<file path="src/hdl/avhc_pkg.sv">
// shared constants and types for the arc voltage height controller
`timescale 1ns / 1ps
`default_nettype none

package avhc_pkg;

  // event codes on the request channel
  localparam int OP_W = 2;
  typedef logic [OP_W-1:0] op_code_t;
  localparam op_code_t OP_SAMPLE = 2'd0;
  localparam op_code_t OP_START  = 2'd1;
  localparam op_code_t OP_PROBE  = 2'd2;
  localparam op_code_t OP_STOP   = 2'd3;

  // configuration register indexes
  localparam int CFG_IDX_W = 3;
  typedef logic [CFG_IDX_W-1:0] cfg_index_t;
  localparam cfg_index_t REG_WELD_MODE     = 3'd0;
  localparam cfg_index_t REG_HEIGHT_ENABLE = 3'd1;
  localparam cfg_index_t REG_CONTACT_THR   = 3'd2;
  localparam cfg_index_t REG_LEARN_SAMPLES = 3'd3;
  localparam cfg_index_t REG_WINDOW_ABOVE  = 3'd4;
  localparam cfg_index_t REG_WINDOW_BELOW  = 3'd5;
  localparam cfg_index_t REG_HEIGHT_GAIN   = 3'd6;

  // weld modes
  localparam int MODE_W = 2;
  typedef logic [MODE_W-1:0] weld_mode_t;
  localparam weld_mode_t MODE_OFF   = 2'd0;
  localparam weld_mode_t MODE_PULSE = 2'd1;

  // gain and correction formats
  localparam int GAIN_W  = 16;
  localparam int STEPS_W = 16;
  typedef logic signed [STEPS_W-1:0] steps_t;
  localparam int GAIN_FRAC    = 16;
  localparam int STEP_POS_MAX = 32767;
  localparam int STEP_NEG_MAX = 32768;

  // voltage format, Q8.8
  localparam int FRAC_BITS = 8;
  localparam int ONE_VOLT  = 256;
  localparam int HALF_LSB  = 128;

  // count+1 must reach this before corrections are issued
  localparam int CORR_MIN_K = 3;

  // reset values of the configuration registers
  localparam int RST_CONTACT = 256;
  localparam int RST_LEARN   = 16;
  localparam int RST_WINDOW  = 512;
  localparam logic [GAIN_W-1:0] RST_GAIN = 16'd256;

endpackage

`default_nettype wire

</file>
<file path="src/hdl/avhc_in_if.sv">
// request channel carrying one event per item
`timescale 1ns / 1ps
`default_nettype none

interface avhc_in_if import avhc_pkg::*; #(
  parameter int VOLTAGE_WIDTH = 16
) ();
  logic                     valid;
  logic                     ready;
  op_code_t                 op;
  logic [VOLTAGE_WIDTH-1:0] voltage;
  logic [VOLTAGE_WIDTH-1:0] stored_target;
  logic                     long_move;

  modport source (output valid, output op, output voltage, output stored_target,
                  output long_move, input ready);
  modport sink (input valid, input op, input voltage, input stored_target,
                input long_move, output ready);
endinterface

`default_nettype wire

</file>
<file path="src/hdl/avhc_out_if.sv">
// result channel carrying one status and correction item per request
`timescale 1ns / 1ps
`default_nettype none

interface avhc_out_if import avhc_pkg::*; #(
  parameter int VOLTAGE_WIDTH = 16
) ();
  logic                     valid;
  logic                     ready;
  logic                     arc_present;
  logic                     short_stop;
  logic                     probe_contact;
  logic                     move_valid;
  steps_t                   move_steps;
  logic                     target_learned;
  logic [VOLTAGE_WIDTH-1:0] target_now;

  modport source (output valid, output arc_present, output short_stop,
                  output probe_contact, output move_valid, output move_steps,
                  output target_learned, output target_now, input ready);
  modport sink (input valid, input arc_present, input short_stop,
                input probe_contact, input move_valid, input move_steps,
                input target_learned, input target_now, output ready);
endinterface

`default_nettype wire

</file>
<file path="src/hdl/avhc_mul.sv">
// shift-add multiplier, one multiplier bit per cycle
`timescale 1ns / 1ps
`default_nettype none

module avhc_mul #(
  parameter int A_W = 24,
  parameter int B_W = 16
) (
  input  logic               clk,
  input  logic               rst,
  input  logic               start,
  input  logic [A_W-1:0]     a,
  input  logic [B_W-1:0]     b,
  output logic               busy,
  output logic [A_W+B_W-1:0] product
);

  localparam int CNT_W = $clog2(B_W + 1);

  logic [A_W-1:0]   a_reg;
  logic [A_W-1:0]   hi;
  logic [B_W-1:0]   lo;
  logic [CNT_W-1:0] cnt;
  logic [A_W:0]     sum;

  assign sum     = {1'b0, hi} + (lo[0] ? {1'b0, a_reg} : {(A_W+1){1'b0}});
  assign busy    = (cnt != '0);
  assign product = {hi, lo};

  always_ff @(posedge clk) begin
    if (rst) begin
      cnt <= '0;
    end else if (start) begin
      cnt <= CNT_W'(B_W);
    end else if (busy) begin
      cnt <= cnt - CNT_W'(1);
    end
  end

  // multiplier bits leave at the bottom while product bits come in at the top
  always_ff @(posedge clk) begin
    if (start) begin
      a_reg <= a;
      hi    <= '0;
      lo    <= b;
    end else if (busy) begin
      hi <= sum[A_W:1];
      lo <= {sum[0], lo[B_W-1:1]};
    end
  end

endmodule

`default_nettype wire

</file>
<file path="src/hdl/avhc_div.sv">
// restoring divider, one quotient bit per cycle
`timescale 1ns / 1ps
`default_nettype none

module avhc_div #(
  parameter int Q_W = 24,
  parameter int D_W = 17
) (
  input  logic               clk,
  input  logic               rst,
  input  logic               start,
  input  logic [Q_W+D_W-1:0] num,
  input  logic [D_W-1:0]     den,
  output logic               busy,
  output logic [Q_W-1:0]     quot
);

  localparam int CNT_W = $clog2(Q_W + 1);

  logic [D_W-1:0]   rem;
  logic [Q_W-1:0]   q;
  logic [D_W-1:0]   den_reg;
  logic [CNT_W-1:0] cnt;
  logic [D_W:0]     trial;
  logic [D_W:0]     diff;
  logic             fits;

  // caller guarantees the top part of num is below den, so the quotient fits Q_W bits
  assign trial = {rem, q[Q_W-1]};
  assign diff  = trial - {1'b0, den_reg};
  assign fits  = (trial >= {1'b0, den_reg});
  assign busy  = (cnt != '0);
  assign quot  = q;

  always_ff @(posedge clk) begin
    if (rst) begin
      cnt <= '0;
    end else if (start) begin
      cnt <= CNT_W'(Q_W);
    end else if (busy) begin
      cnt <= cnt - CNT_W'(1);
    end
  end

  always_ff @(posedge clk) begin
    if (start) begin
      rem     <= num[Q_W+D_W-1:Q_W];
      q       <= num[Q_W-1:0];
      den_reg <= den;
    end else if (busy) begin
      rem <= fits ? diff[D_W-1:0] : trial[D_W-1:0];
      q   <= {q[Q_W-2:0], fits};
    end
  end

endmodule

`default_nettype wire

</file>
<file path="src/hdl/arc_voltage_height_control_core.sv">
// Arc voltage height controller: event in, status and height correction out.
// item: one event per request (sample, start weld, begin probe, stop weld) with
//   voltage, stored target and long-move flag. result: one item per request with
//   arc/stop/probe flags, a saturated step correction and the current target.
// Configuration registers are written through cfg_wr_en/cfg_index/cfg_data; the user
//   must write them only while no request is in flight, which the block does not
//   enforce; writes to unknown indexes are dropped.
// Timing: one request at a time. Events and samples that need no arithmetic go from
//   accept through S_DONE to the result register. A height correction runs the
//   shift-add multiplier; a mean update runs the same multiplier for c*mean and then
//   the restoring divider.
// A finished result sits in an output register; the next request is accepted
//   while it waits, and its result is held back until the receiver takes the old one.
// Reset: synchronous, clears weld and probe state, the learned target, the sample
//   counter, the mean and all configuration registers to their defaults.
`timescale 1ns / 1ps
`default_nettype none

module arc_voltage_height_control_core import avhc_pkg::*; #(
  parameter int VOLTAGE_WIDTH = 16,
  parameter int COUNT_WIDTH   = 16,
  localparam int CFG_W = (VOLTAGE_WIDTH > COUNT_WIDTH)
                         ? ((VOLTAGE_WIDTH > GAIN_W) ? VOLTAGE_WIDTH : GAIN_W)
                         : ((COUNT_WIDTH > GAIN_W) ? COUNT_WIDTH : GAIN_W)
) (
  input  logic             clk,
  input  logic             rst,
  avhc_in_if.sink          item,
  avhc_out_if.source       result,
  input  logic             cfg_wr_en,
  input  cfg_index_t       cfg_index,
  input  logic [CFG_W-1:0] cfg_data
);

  localparam int VW     = VOLTAGE_WIDTH;
  localparam int CW     = COUNT_WIDTH;
  localparam int MEAN_W = VW + 8;
  localparam int K_W    = CW + 1;
  localparam int MB_W   = (CW > GAIN_W) ? CW : GAIN_W;
  localparam int EXT_W  = VW + 2;
  localparam int CMP_W  = VW + 3;
  localparam int NUM_W  = MEAN_W + K_W;

  localparam logic [2:0] S_IDLE = 3'd0;
  localparam logic [2:0] S_CMUL = 3'd1;
  localparam logic [2:0] S_MMUL = 3'd2;
  localparam logic [2:0] S_DIV  = 3'd3;
  localparam logic [2:0] S_DONE = 3'd4;

  // configuration
  weld_mode_t        weld_mode;
  logic              height_enable;
  logic [EXT_W-1:0]  contact_threshold;
  logic [K_W-1:0]    learn_samples;
  logic [EXT_W-1:0]  window_above;
  logic [EXT_W-1:0]  window_below;
  logic [GAIN_W-1:0] height_gain;

  // controller state; k is the sample count plus one
  logic              welding;
  logic              probing;
  logic [K_W-1:0]    k;
  logic [MEAN_W-1:0] mean;
  logic [VW-1:0]     target;
  logic [2:0]        state;

  // held across the serial steps of one request
  logic              mean_pend;
  logic              corr_neg;
  logic [CW-1:0]     c_hold;
  logic [VW-1:0]     v_hold;
  logic              res_arc;
  logic              res_sstop;
  logic              res_pcont;
  logic              res_mvalid;
  steps_t            res_steps;
  logic              res_learned;
  logic [VW-1:0]     res_target;

  // request decode
  logic              accept;
  logic              height_on;
  logic              sample_live;
  logic              is_contact;
  logic              arc_go;
  logic              start_go;
  logic              k_zero;
  logic              mean_go;
  logic              learn_go;
  logic              corr_go;
  logic              in_window;
  logic [K_W-1:0]    k_next;
  logic [K_W-1:0]    k_less;
  logic [VW-1:0]     target_next;
  logic [MEAN_W:0]   rounded;
  logic [VW:0]       learn_raw;
  logic [VW-1:0]     learned_val;
  logic              err_neg;
  logic [VW-1:0]     err_mag;
  logic [GAIN_W-1:0] gain_mag;
  logic              welding_next;
  logic              probing_next;
  logic              sstop_now;
  logic              pcont_now;

  // serial units
  logic                   mul_start;
  logic [MEAN_W-1:0]      mul_a;
  logic [MB_W-1:0]        mul_b;
  logic                   mul_busy;
  logic [MEAN_W+MB_W-1:0] mul_prod;
  logic                   div_start;
  logic [NUM_W-1:0]       div_num;
  logic [K_W-1:0]         div_den;
  logic                   div_busy;
  logic [MEAN_W-1:0]      div_quot;

  // correction saturation
  logic [VW-1:0]  corr_mag;
  logic [31:0]    corr_mag32;
  steps_t         steps_sat;

  assign item.ready = (state == S_IDLE);
  assign accept     = item.valid && item.ready;
  assign height_on  = height_enable && (weld_mode == MODE_PULSE);

  always_comb begin
    welding_next = welding;
    probing_next = probing;
    sstop_now    = 1'b0;
    pcont_now    = 1'b0;
    sample_live  = (weld_mode != MODE_OFF) && !item.long_move;
    is_contact   = CMP_W'(item.voltage) < CMP_W'(contact_threshold);
    case (item.op)
      OP_SAMPLE: begin
        if (sample_live && is_contact) begin
          pcont_now    = probing;
          probing_next = 1'b0;
          sstop_now    = welding;
          welding_next = 1'b0;
        end
      end
      OP_START: begin
        if (!welding) welding_next = 1'b1;
      end
      OP_PROBE: begin
        if (!welding && height_on) probing_next = 1'b1;
      end
      OP_STOP: begin
        sstop_now    = welding;
        welding_next = 1'b0;
      end
      default: ;
    endcase
  end

  always_comb begin
    arc_go   = (item.op == OP_SAMPLE) && sample_live && !is_contact && welding;
    start_go = (item.op == OP_START) && !welding;
    k_less   = k - K_W'(1);
    k_zero   = (k == '0);
    mean_go  = arc_go && !k_zero && (k <= learn_samples);
    learn_go = arc_go && (k == learn_samples + K_W'(1))
               && (CMP_W'(target) < CMP_W'(ONE_VOLT));

    // mean rounded to Q8.8, half up, saturated
    rounded     = (MEAN_W+1)'(mean) + (MEAN_W+1)'(HALF_LSB);
    learn_raw   = rounded[MEAN_W:FRAC_BITS];
    learned_val = learn_raw[VW] ? {VW{1'b1}} : learn_raw[VW-1:0];

    k_next = k;
    if (start_go) begin
      k_next = '0;
    end else if (arc_go && (k_zero || mean_go || learn_go)) begin
      k_next = k + K_W'(1);
    end

    target_next = target;
    if (start_go) begin
      target_next = (CMP_W'(item.stored_target) >= CMP_W'(ONE_VOLT))
                    ? item.stored_target : '0;
    end else if (learn_go) begin
      target_next = learned_val;
    end

    in_window = (CMP_W'(item.voltage) < CMP_W'(target_next) + CMP_W'(window_above))
             && (CMP_W'(item.voltage) + CMP_W'(window_below) > CMP_W'(target_next));
    corr_go   = arc_go && (target_next != '0) && (k_next >= K_W'(CORR_MIN_K))
             && in_window && height_on;

    err_neg  = item.voltage > target_next;
    err_mag  = err_neg ? (item.voltage - target_next) : (target_next - item.voltage);
    gain_mag = height_gain[GAIN_W-1] ? (GAIN_W'(0) - height_gain) : height_gain;
  end

  // multiplier runs the correction first, then mean * count
  always_comb begin
    if (state == S_IDLE) begin
      if (corr_go) begin
        mul_a = MEAN_W'(err_mag);
        mul_b = MB_W'(gain_mag);
      end else begin
        mul_a = mean;
        mul_b = MB_W'(k_less[CW-1:0]);
      end
    end else begin
      mul_a = mean;
      mul_b = MB_W'(c_hold);
    end
    mul_start = (accept && (corr_go || mean_go))
             || ((state == S_CMUL) && !mul_busy && mean_pend);
  end

  avhc_mul #(
    .A_W(MEAN_W),
    .B_W(MB_W)
  ) u_mul (
    .clk    (clk),
    .rst    (rst),
    .start  (mul_start),
    .a      (mul_a),
    .b      (mul_b),
    .busy   (mul_busy),
    .product(mul_prod)
  );

  assign div_start = (state == S_MMUL) && !mul_busy;
  assign div_num   = NUM_W'(mul_prod[MEAN_W+CW-1:0])
                   + NUM_W'({v_hold, {FRAC_BITS{1'b0}}});
  assign div_den   = K_W'(c_hold) + K_W'(1);

  avhc_div #(
    .Q_W(MEAN_W),
    .D_W(K_W)
  ) u_div (
    .clk  (clk),
    .rst  (rst),
    .start(div_start),
    .num  (div_num),
    .den  (div_den),
    .busy (div_busy),
    .quot (div_quot)
  );

  // whole steps, truncated toward zero, clipped to the signed step range
  always_comb begin
    corr_mag   = mul_prod[VW+GAIN_FRAC-1:GAIN_FRAC];
    corr_mag32 = 32'(corr_mag);
    if (corr_neg) begin
      steps_sat = (corr_mag32 >= 32'(STEP_NEG_MAX)) ? steps_t'(STEP_NEG_MAX)
                                                   : steps_t'(32'd0 - corr_mag32);
    end else begin
      steps_sat = (corr_mag32 > 32'(STEP_POS_MAX)) ? steps_t'(STEP_POS_MAX)
                                                  : steps_t'(corr_mag32);
    end
  end

  always_ff @(posedge clk) begin
    if (rst) begin
      weld_mode         <= MODE_OFF;
      height_enable     <= 1'b0;
      contact_threshold <= EXT_W'(RST_CONTACT);
      learn_samples     <= K_W'(RST_LEARN);
      window_above      <= EXT_W'(RST_WINDOW);
      window_below      <= EXT_W'(RST_WINDOW);
      height_gain       <= RST_GAIN;
    end else if (cfg_wr_en) begin
      case (cfg_index)
        REG_WELD_MODE:     weld_mode         <= cfg_data[MODE_W-1:0];
        REG_HEIGHT_ENABLE: height_enable     <= cfg_data[0];
        REG_CONTACT_THR:   contact_threshold <= EXT_W'(cfg_data[VW-1:0]);
        REG_LEARN_SAMPLES: learn_samples     <= K_W'(cfg_data[CW-1:0]);
        REG_WINDOW_ABOVE:  window_above      <= EXT_W'(cfg_data[VW-1:0]);
        REG_WINDOW_BELOW:  window_below      <= EXT_W'(cfg_data[VW-1:0]);
        REG_HEIGHT_GAIN:   height_gain       <= cfg_data[GAIN_W-1:0];
        default: ;
      endcase
    end
  end

  always_ff @(posedge clk) begin
    if (rst) begin
      welding      <= 1'b0;
      probing      <= 1'b0;
      k            <= '0;
      mean         <= '0;
      target       <= '0;
      state        <= S_IDLE;
      result.valid <= 1'b0;
    end else begin
      case (state)
        S_IDLE: begin
          if (accept) begin
            welding <= welding_next;
            probing <= probing_next;
            k       <= k_next;
            target  <= target_next;
            if (start_go) mean <= '0;
            if (corr_go) begin
              state <= S_CMUL;
            end else if (mean_go) begin
              state <= S_MMUL;
            end else begin
              state <= S_DONE;
            end
          end
        end
        S_CMUL: begin
          if (!mul_busy) state <= mean_pend ? S_MMUL : S_DONE;
        end
        S_MMUL: begin
          if (!mul_busy) state <= S_DIV;
        end
        S_DIV: begin
          if (!div_busy) begin
            mean  <= div_quot;
            state <= S_DONE;
          end
        end
        S_DONE: begin
          if (!result.valid || result.ready) state <= S_IDLE;
        end
        default: state <= S_IDLE;
      endcase

      if ((state == S_DONE) && (!result.valid || result.ready)) begin
        result.valid <= 1'b1;
      end else if (result.ready) begin
        result.valid <= 1'b0;
      end
    end
  end

  // request data held while the serial units work
  always_ff @(posedge clk) begin
    if (accept) begin
      mean_pend   <= mean_go;
      corr_neg    <= err_neg ^ height_gain[GAIN_W-1];
      c_hold      <= k_less[CW-1:0];
      v_hold      <= item.voltage;
      res_arc     <= arc_go;
      res_sstop   <= sstop_now;
      res_pcont   <= pcont_now;
      res_mvalid  <= corr_go;
      res_steps   <= '0;
      res_learned <= learn_go;
      res_target  <= target_next;
    end else if ((state == S_CMUL) && !mul_busy) begin
      res_steps <= steps_sat;
    end
  end

  always_ff @(posedge clk) begin
    if ((state == S_DONE) && (!result.valid || result.ready)) begin
      result.arc_present    <= res_arc;
      result.short_stop     <= res_sstop;
      result.probe_contact  <= res_pcont;
      result.move_valid     <= res_mvalid;
      result.move_steps     <= res_steps;
      result.target_learned <= res_learned;
      result.target_now     <= res_target;
    end
  end

  // one request at a time
  a_one_in_flight: assert property (@(posedge clk) disable iff (rst)
    accept |=> !item.ready)
    else $error("request accepted while another is in flight");

  // divider is only started once the product has settled
  a_div_after_mul: assert property (@(posedge clk) disable iff (rst)
    (state == S_DIV) |-> !mul_busy)
    else $error("divider running with multiplier busy");

  a_steps_zero: assert property (@(posedge clk) disable iff (rst)
    (result.valid && !result.move_valid) |-> (result.move_steps == '0))
    else $error("step count without a move");

  a_arc_not_stop: assert property (@(posedge clk) disable iff (rst)
    (result.valid && result.arc_present) |-> !result.short_stop)
    else $error("arc present and weld stopped in one result");

  a_result_source: assert property (@(posedge clk) disable iff (rst)
    $rose(result.valid) |-> ($past(state) == S_DONE))
    else $error("result raised outside the completion state");

endmodule

`default_nettype wire

</file>
<file path="src/flat_wrapper.sv">
// flat-port wrapper written by rule: the top's interface ports become plain ports
module arc_voltage_height_control_core_flat import avhc_pkg::*;
#(
  parameter int VOLTAGE_WIDTH = 16,
  parameter int COUNT_WIDTH   = 16,
  localparam int CFG_W = (VOLTAGE_WIDTH > COUNT_WIDTH)
                         ? ((VOLTAGE_WIDTH > GAIN_W) ? VOLTAGE_WIDTH : GAIN_W)
                         : ((COUNT_WIDTH > GAIN_W) ? COUNT_WIDTH : GAIN_W)
)
  (clk, rst, cfg_wr_en, cfg_index, cfg_data, item_valid, item_op, item_voltage, item_stored_target, item_long_move, item_ready, result_valid, result_arc_present, result_short_stop, result_probe_contact, result_move_valid, result_move_steps, result_target_learned, result_target_now, result_ready);
  avhc_in_if #(.VOLTAGE_WIDTH(VOLTAGE_WIDTH)) item_i ();
  avhc_out_if #(.VOLTAGE_WIDTH(VOLTAGE_WIDTH)) result_i ();
  input  logic clk;
  input  logic rst;
  input  logic cfg_wr_en;
  input  cfg_index_t cfg_index;
  input  logic [CFG_W-1:0] cfg_data;
  input wire logic [$bits(item_i.valid)-1:0] item_valid;
  input wire logic [$bits(item_i.op)-1:0] item_op;
  input wire logic [$bits(item_i.voltage)-1:0] item_voltage;
  input wire logic [$bits(item_i.stored_target)-1:0] item_stored_target;
  input wire logic [$bits(item_i.long_move)-1:0] item_long_move;
  output wire logic [$bits(item_i.ready)-1:0] item_ready;
  output wire logic [$bits(result_i.valid)-1:0] result_valid;
  output wire logic [$bits(result_i.arc_present)-1:0] result_arc_present;
  output wire logic [$bits(result_i.short_stop)-1:0] result_short_stop;
  output wire logic [$bits(result_i.probe_contact)-1:0] result_probe_contact;
  output wire logic [$bits(result_i.move_valid)-1:0] result_move_valid;
  output wire logic [$bits(result_i.move_steps)-1:0] result_move_steps;
  output wire logic [$bits(result_i.target_learned)-1:0] result_target_learned;
  output wire logic [$bits(result_i.target_now)-1:0] result_target_now;
  input wire logic [$bits(result_i.ready)-1:0] result_ready;
  assign item_i.valid = item_valid;
  assign item_i.op = item_op;
  assign item_i.voltage = item_voltage;
  assign item_i.stored_target = item_stored_target;
  assign item_i.long_move = item_long_move;
  assign item_ready = item_i.ready;
  assign result_valid = result_i.valid;
  assign result_arc_present = result_i.arc_present;
  assign result_short_stop = result_i.short_stop;
  assign result_probe_contact = result_i.probe_contact;
  assign result_move_valid = result_i.move_valid;
  assign result_move_steps = result_i.move_steps;
  assign result_target_learned = result_i.target_learned;
  assign result_target_now = result_i.target_now;
  assign result_i.ready = result_ready;
  arc_voltage_height_control_core #(.VOLTAGE_WIDTH(VOLTAGE_WIDTH), .COUNT_WIDTH(COUNT_WIDTH)) u_core (.clk(clk), .rst(rst), .item(item_i), .result(result_i), .cfg_wr_en(cfg_wr_en), .cfg_index(cfg_index), .cfg_data(cfg_data));
endmodule
</file>
<file path="config.mk">
export PLATFORM = sky130hd
export DESIGN_NAME = arc_voltage_height_control_core_flat
export DESIGN_NICKNAME = d
export VERILOG_FILES = /design/src/hdl/avhc_pkg.sv /design/src/hdl/avhc_in_if.sv /design/src/hdl/avhc_out_if.sv /design/src/hdl/avhc_mul.sv /design/src/hdl/avhc_div.sv /design/src/hdl/arc_voltage_height_control_core.sv /design/src/flat_wrapper.sv
export SDC_FILE = /design/constraint.sdc
export NUM_CORES = 1
export LEC_CHECK = 0
export ABC_CLOCK_PERIOD_IN_PS = 9000
export BUFFER_PORTS_ARGS = -buffer_cell sky130_fd_sc_hd__clkbuf_2
export CAP_MARGIN = 0
export CORE_ASPECT_RATIO = 0.8
export CORE_MARGIN = 5
export CORE_UTILIZATION = 45
export DETAILED_ROUTE_END_ITERATION = 7
export PLACE_DENSITY = 0.73
export SETUP_SLACK_MARGIN = 0.4
export SKIP_CTS_REPAIR_TIMING = 1
export SLEW_MARGIN = 0
export SYNTH_ARGS = -nofsm -noshare
export SYNTH_HDL_FRONTEND = slang
export SYNTH_SLANG_ARGS = --single-unit
</file>
<file path="constraint.sdc">
create_clock -name clk -period 9 [get_ports clk]
set_clock_uncertainty 0.2 [all_clocks]
set_input_delay 1.35 -clock clk [delete_from_list [all_inputs] [get_ports clk]]
set_output_delay 1.35 -clock clk [all_outputs]
set_load 0.005 [all_outputs]
</file>
==> results of run 1 <==
==> stage by stage <==
stage	total power [mW]	cells
detailed placement	4.442	3518
finish	6.166	3594
floorplan	3.886	2802
global route	6.535	3593
CTS	6.174	3592
global placement	4.355	3518
==> worst register-to-register path, delay by kind of cell (launching register included) <==
kind | cells | cell delay [ns]
AOI/OAI and AO/OA | 21 | 3.96
muxes | 1 | 0.38
buffers and inverters | 2 | 0.28
xor gates and xnor gates | 1 | 0.18
adders and majority gates | 3 | 0.80
and+or+nand+nor | 6 | 1.78
DFF | 1 | 0.41
==> per-layer routing <==
metal / vias to the layer above / part of all wire, % / wire length, microns / global-route usage [%]
met4: 0 / 2.9 / 2130 / 6.605
met1: 10040 / 45 / 32550 / 34.45
met5: - / 0 / 0 / 0
li1: 10080 / - / - / -
met2: 835 / 44 / 31490 / 36.77
met3: 140 / 8.5 / 6118 / 3.633
==> power by group through the flow <==
| stage | clock network [mW] | registers, mW | logic, mW |
|---|---|---|---|
| after floorplan | 0 | 2.39 | 1.50 |
| after global placement | 0 | 2.51 | 1.85 |
| after detailed placement | 0 | 2.52 | 1.93 |
| after CTS | 1.75 | 2.48 | 1.94 |
| after global routing | 1.83 | 2.51 | 2.19 |
| final | 1.73 | 2.49 | 1.96 |
==> placed cells by master, fill, tap and decap left out, types with 27 or more instances in the layout <==
| cell type | n |
|---|---|
| nand2_1 | 369 |
| a21oi_1 | 282 |
| nor2_1 | 223 |
| ha_1 | 197 |
| dfxtp_1 | 196 |
| edfxtp_1 | 190 |
| inv_1 | 156 |
| o21ai_0 | 112 |
| xnor2_1 | 111 |
| clkbuf_2 | 96 |
| nand3_1 | 69 |
| nor3_1 | 59 |
| xor2_1 | 57 |
| and2_1 | 55 |
| buf_4 | 50 |
| mux2i_1 | 47 |
| a21o_1 | 46 |
| clkbuf_16 | 46 |
| nand2b_1 | 31 |
| a211oi_1 | 31 |
| and3_1 | 28 |
| a22oi_1 | 27 |
==> logic make-up (layout without fill, tap and decap cells) <==
kind of cell	after synthesis	in the layout	share of synthesized area (%)
flops	386	386	39.39
fa+ha+maj	205	205	10.71
xor+xnor	168	168	6.018
simple gates	997	998	19.39
other cells	0	1	0
buf+inv	293	381	4.698
compound gates	695	695	17.37
mux	58	58	2.431
==> layout make-up <==
| class | instances | area [sq um] |
|---|---|---|
| flip-flops and latches | 386 | 9629 |
| diodes | 1 | 2.502 |
| repair buffers | 149 | 907.1 |
| clock inverters | 24 | 190.2 |
| clock buffers | 50 | 1166 |
| inverters | 158 | 595.6 |
| multi-input cells | 2124 | 13740 |
| well taps | 702 | 878.3 |
| fillers | 4988 | 26710 |
==> worst min path at each step <==
stage                                               to  cells after the start
final                     u_core.result.target_now[14]                      0
after global routing         u_core.result.arc_present                      0
after CTS                    u_core.result.arc_present                      0
after detailed placement     u_core.result.arc_present                      0
after global placement     u_core.result.target_now[4]                      0
after floorplan              u_core.result.arc_present                      0
==> metrics.csv, run 1 <==
stage;metric;value;unit
status;status;completed;
floorplan;num_rows;76;
floorplan;core;53820;sq um
worst_setup_path;r2r_cells;34;
worst_setup_path;max_stage_delay;0.60;ns
worst_setup_path;critical_path.top_delay_family;compound AO/OA/AOI/OAI gates;
worst_setup_path;r2r_slack;0.87;ns
sta;fin_crit_sh;90.34;%
floorplan;fp.dieW;270.6;microns
sta;setup_viol;0;
worst_setup_path;arrival;8.35;ns
yosys;yosys-top-cells-area;edfxtp_1 (23%), dfxtp_1 (16%), ha_1 (10%), a21oi_1 (5.8%), nand2_1 (5.7%);
yosys;synth_cells;2802;
place;io_buffers;97;
pwr;vdd_drop_max;0.1628;mV
routing;num_vias;21090;
worst_setup_path;r2r_end;u_core.state[0];
sta;maxSlewViolCount;0;
place;dp_hpwl;54270;microns
worst_setup_path;path_class;reg -> reg;
clock_network;cts_sinks;386;
routing;viasPerCell;5.869;
worst_setup_path;cp-startpoint;u_core.learn_samples[0];
yosys;synth.distinct_cells;86;
pwr;power.internal;3.989;mW
global_routing;grt_pass1_wl;112700;microns
worst_setup_path;setup.worst_path.start_class;flop;
pwr;p_leak;11.12;nW
worst_setup_path;cp_common_cell;a21oi_1;
global_routing;grt_max_degree;87;
pwr;clockPowerShare;28.0;%
floorplan;ios;98;
cells_and_area;stdcell_area;27110;sq um
yosys;yosysSeqAreaShare;39.39;%
clock_network;cts_tree;yes;
clock_network;cts.path.max_buffers;3;
yosys;synth_most_common_cell;nand2_1;
pwr;p_switching;2.178;mW
worst_setup_path;crit_required;9.22;ns
routing;drc;0;
clock_network;cts_buffers;41;
pwr;p_per_area;227.5;nW/um^2
worst_setup_path;crit_end;u_core.state[0];
worst_setup_path;cp-end-kind;flop;
hold_path;holdCritPathClass;reg -> reg;
global_routing;antenna_found_initial;0;
sta;period_needed;8.130;ns
place;place_area;25700;sq um
worst_setup_path;cp_slowest_cell;or4_4;
worst_setup_path;cp_max_fo;11;
routing;drt-initial-drc-count;2146;
yosys;async_reset_ff_share;0;%
pwr;comb_power_share;31.7;%
worst_setup_path;rr_startpoint;u_core.learn_samples[0];
yosys;syn_area_per_cell;8.725;sq um
worst_setup_path;critPathBufInv;2;
routing;finalWirelength;72290;microns
clock_network;clk_pin_slew;0.06;ns
yosys;synth_edf_count;190;
pwr;p_seq_share;40.3;%
sta;clock.fmax;123.0;MHz
job;cap_violations;0;
sta;slew_headroom;19.20;%
sta;tightest_slew;1.208;ns
yosys;synth_common_cells;nand2_1 (370), a21oi_1 (283), nor2_1 (223);
cells_and_area;drive_gt1_share;9.236;%
routing;routedWlPerCell;20.11;microns
yosys;synth_top_area_share;23.34;%
pwr;p_sw_share;35.32;%
place;place_ws;0.1073;ns
yosys;ys.flop_type;dfxtp_1;
place;place_congestion;0.9881;
routing;drtPass1Iterations;5;
global_routing;overflow;0;
cells_and_area;syn_to_final_growth;10.87;%
sta;tns;0;ns
sta;fin_hold_ws;0.2163;ns
worst_setup_path;crit_cells;34;
sta;finalHoldViolations;0;
yosys;ys_ff_latch;386;
yosys;yosys_warnings;0;
floorplan;start_util;45.42;%
hold_path;hold_start;u_core.res_target[14];
floorplan;die_y;218.5;microns
clock_network;insertion_delay;0.56;ns
clock_network;clockRootBuffer;clkbuf_16;
global_routing;grt_pass1_vias;19950;
cells_and_area;fin_nets;3124;
cells_and_area;finalCoreUtilization;50.37;%
floorplan;die_area;59120;sq um
yosys;synth_fp_nets;3066;
sta;layout_setup_ws;0.8697;ns
routing;drtAntennaViolNets;0;
sta;rsz0062_at_grt;true;
yosys;synth_top_area_cell;edfxtp_1;
clock_network;cts-htree-levels;2;
yosys;netlist_area;24450;sq um
global_routing;grt_usage;23.67;%
Power figures use the tool's default switching activity.
==> inputs of run 2 (changes only) <==
PLACE_DENSITY = 0.72   (was 0.73)
SYNTH_HIERARCHICAL = 1   (was unset)
==> run 2 against run 1 <==
Effect of this change: clock power is 4% higher; highest routed layer unchanged; final area is 4.7% higher; sequential cell count stayed put; utilization is 0.76 points higher; non-clock buffer count is 26 higher; synthesized cell count is 1.6% higher; critical path type is now in -> reg; total power is 0.11% higher; sequential share of layout area is 1.6 points lower; final cell count is 2.9% higher; routed wire length is 6.4% higher; worst hold slack better by 0.0059 ns; sequential power hardly changed.
==> metrics.csv, run 2 <==
stage;metric;value;unit;change
routing;drtAntennaViolNets;0;;unchanged
clock_network;clk_pin_slew;0.06;ns;about the same
worst_setup_path;r2r_end;u_core/u_mul/a_reg[4];;
cells_and_area;drive_gt1_share;12.56;%;+3.3 points
floorplan;fp.dieW;275.1;microns;+1.7%
sta;clock.fmax;120.3;MHz;-2.2%
clock_network;cts-htree-levels;2;;unchanged
cells_and_area;multi_input_area;14740;sq um;+7.3%
yosys;synth_common_cells;nand2_1 (355), a21oi_1 (275), dfxtp_1 (196), ha_1 (196), nor2_1 (192);;
clock_network;cts_buffers;40;;-2.4%
yosys;synth_edf_count;190;;unchanged
yosys;synth_compound_area_share;18.70;%;+1.3 points
yosys;netlist_area;25300;sq um;+3.5%
cells_and_area;final_common_cell;nand2_1;;
place;io_buffers;97;;unchanged
routing;route.met3.wl;7377;microns;+21%
floorplan;core;55490;sq um;+3.1%
floorplan;start_util;45.60;%;+0.17 points
sta;finalHoldViolations;0;;unchanged
pwr;total_power;6.173;mW;+0.11%
worst_setup_path;setup.worst_path.start_class;input pin;;
cells_and_area;finalCoreUtilization;51.12;%;+0.76 points
hold_path;hold_start;u_core/res_sstop;;
yosys;async_reset_ff_share;0;%;unchanged
cells_and_area;mostFrequentLayoutCells;nand2_1 (354), a21oi_1 (269), dfxtp_1 (195);;
cells_and_area;stdcell_area;28370;sq um;+4.7%
yosys;ys_ff_latch;386;;unchanged
global_routing;antenna_found_initial;0;;unchanged
cells_and_area;fillCellCount;5134;;+2.9%
hold_path;hold_depth;0;;unchanged
global_routing;grt_max_degree;100;;+15%
job;cap_violations;0;;unchanged
sta;tns;0;ns;unchanged
place;place_area;26920;sq um;+4.7%
yosys;syn_area_per_cell;8.885;sq um;+1.8%
yosys;synth_cells;2848;;+1.6%
hold_path;holdCritPathClass;reg -> reg;;
routing;viasPerCell;5.992;;+2.1%
yosys;yosysSeqAreaShare;38.05;%;-1.3 points
worst_setup_path;cp_slowest_cell;a311oi_4;;
yosys;yosys_warnings;6;;+6
worst_setup_path;max_stage_delay;0.40;ns;-0.20 ns
sta;slew_headroom;22.70;%;+3.5 points
hold_path;holdPathEnd;u_core/result.short_stop;;
clock_network;insertion_delay;0.57;ns;about the same
routing;num_vias;22150;;+5.0%
place;place_congestion;0.9551;;-3.3%
global_routing;grt_pass1_vias;20940;;+5.0%
yosys;yosys.area_share.simple;18.69;%;-0.71 points
sta;fin_hold_ws;0.2223;ns;+0.005925 ns
floorplan;ios;98;;unchanged
yosys;synth_fp_nets;3110;;+1.4%
sta;tightest_slew;1.154;ns;-0.05346 ns
yosys;synth_top_area_share;22.55;%;-0.79 points
global_routing;grt_usage;24.33;%;+0.66 points
yosys;synth_most_common_cell;nand2_1;;
sta;layout_setup_ws;0.6849;ns;-0.1848 ns
yosys;synth_top_area_cell;edfxtp_1;;
routing;drt-initial-drc-count;2432;;+13%
cells_and_area;instances_no_fill;3697;;+2.9%
place;dp_hpwl;57950;microns;+6.8%
floorplan;num_rows;77;;+1.3%
yosys;synthAdderAreaFrac;10.25;%;-0.46 points
status;status;completed;;
worst_setup_path;path_class;in -> reg;;
global_routing;grt_pass1_wl;119000;microns;+5.6%
global_routing;overflow;0;;unchanged
sta;setup_viol;0;;unchanged
sta;maxSlewViolCount;0;;unchanged
place;place_ws;0.09039;ns;-0.01690 ns
worst_setup_path;cp_max_fo;24;;+13
routing;drc;0;;unchanged
clock_network;cts.path.max_buffers;3;;unchanged
routing;drtPass1Iterations;7;;+2
worst_setup_path;crit_required;9.10;ns;-0.12 ns
yosys;synth.area.mux_share;3.629;%;+1.2 points
sta;rsz0062_at_grt;false;;
worst_setup_path;rr_startpoint;u_core/learn_samples[0];;
worst_setup_path;cp-end-kind;flop;;
cells_and_area;fin_nets;3177;;+1.7%
clock_network;clockRootBuffer;clkbuf_16;;
yosys;synth.distinct_cells;99;;+15%
sta;fin_crit_sh;92.39;%;+2.1 points
cells_and_area;insertedDiodeCount;0;;-1
pwr;p_per_area;217.6;nW/um^2;-4.3%
routing;wl_met2;32750;microns;+4.0%
sta;period_needed;8.315;ns;+0.1848 ns
routing;finalWirelength;76910;microns;+6.4%
place;placed_cells;3621;;+2.9%
worst_setup_path;r2r_cells;34;;unchanged
yosys;yosys-top-cells-area;edfxtp_1 (23%), dfxtp_1 (16%), ha_1 (9.7%), a21oi_1 (5.4%), nand2_1 (5.3%);;
cells_and_area;syn_to_final_growth;12.11;%;
cells_and_area;seqCellArea;9630;sq um;about the same
pwr;vdd_drop_max;0.1671;mV;+2.7%
floorplan;die_area;61100;sq um;+3.4%
routing;highest_layer;met4;;
clock_network;cts_sinks;386;;unchanged
clock_network;cts_tree;yes;;
worst_setup_path;arrival;8.41;ns;+0.06 ns
floorplan;die_y;222.1;microns;+1.7%
routing;wl_met1;34720;microns;+6.7%
yosys;synth_top_family_by_area;compound AO/OA/AOI/OAI gates;;
routing;routedWlPerCell;20.80;microns;+3.4%
yosys;ys.flop_type;dfxtp_1;;
worst_setup_path;r2r_slack;0.76;ns;-0.11 ns
pwr;p_leak;11.53;nW;+3.7%
yosys;synth_xor_area_share;6.057;%;+0.039 points
==> run 2: cell count changes after synthesis, sizes merged, moves of 21 or more <==
cell,delta
mux2,+48
o21ai,-35
nor2,-31
mux2i,-25
a211oi,+22
and2,-21
nor2b,+21
==> run 2: final cells by class <==
type | instances | area share (%)
clock buffer | 50 | 3.952
timing repair buffer | 175 | 3.841
multi-input combinational | 2162 | 51.94
clock inverter | 24 | 1.006
sequential | 386 | 33.95
inverter | 150 | 2.007
tap | 750 | 3.308
==> run 2: worst max-delay path: cells and delay by family <==
family	cells	cell delay, ns
AOI/OAI and AO/OA	16	3.43
buffers and inverters	7	1.14
and+or+nand+nor	7	1.04
adders and majority gates	3	0.90
muxes	1	0.36
xor gates and xnor gates	1	0.14
==> run 2: kinds of logic after synthesis <==
kind of cell | Yosys count
and+or+nand+nor | 971
AOI/OAI and AO/OA | 732
DFF | 386
buffers and inverters | 300
adders and majority gates | 203
xor gates and xnor gates | 175
muxes | 81
==> run 2: how the worst max path moves through the flow <==
stage                           startpoint               endpoint  cells after the start
after floorplan            item_voltage[6]    u_core/u_mul/lo[10]                     38
after global placement    item_voltage[15]  u_core/u_mul/a_reg[3]                     36
after detailed placement   item_voltage[6]  u_core/u_mul/a_reg[3]                     37
after CTS                      u_core/k[0]  u_core/u_mul/a_reg[4]                     36
after global routing      item_voltage[15]    u_core/u_mul/hi[20]                     38
final                     item_voltage[15]  u_core/u_mul/a_reg[4]                     35
==> run 2: report_power, final <==
group	internal, mW	switching (mW)	total [mW]	leakage [nW]
clock	1.06	0.737	1.80	0.689
sequential	2.20	0.265	2.47	3.40
combinational	0.769	1.14	1.91	7.44
==> run 2: routing by layer <==
metal  global-route usage, %  vias up
li1                        -    10420
met1                   35.84    10570
met2                   36.21     1030
met3                   5.280      129
met4                   6.345        0
met5                       0        -
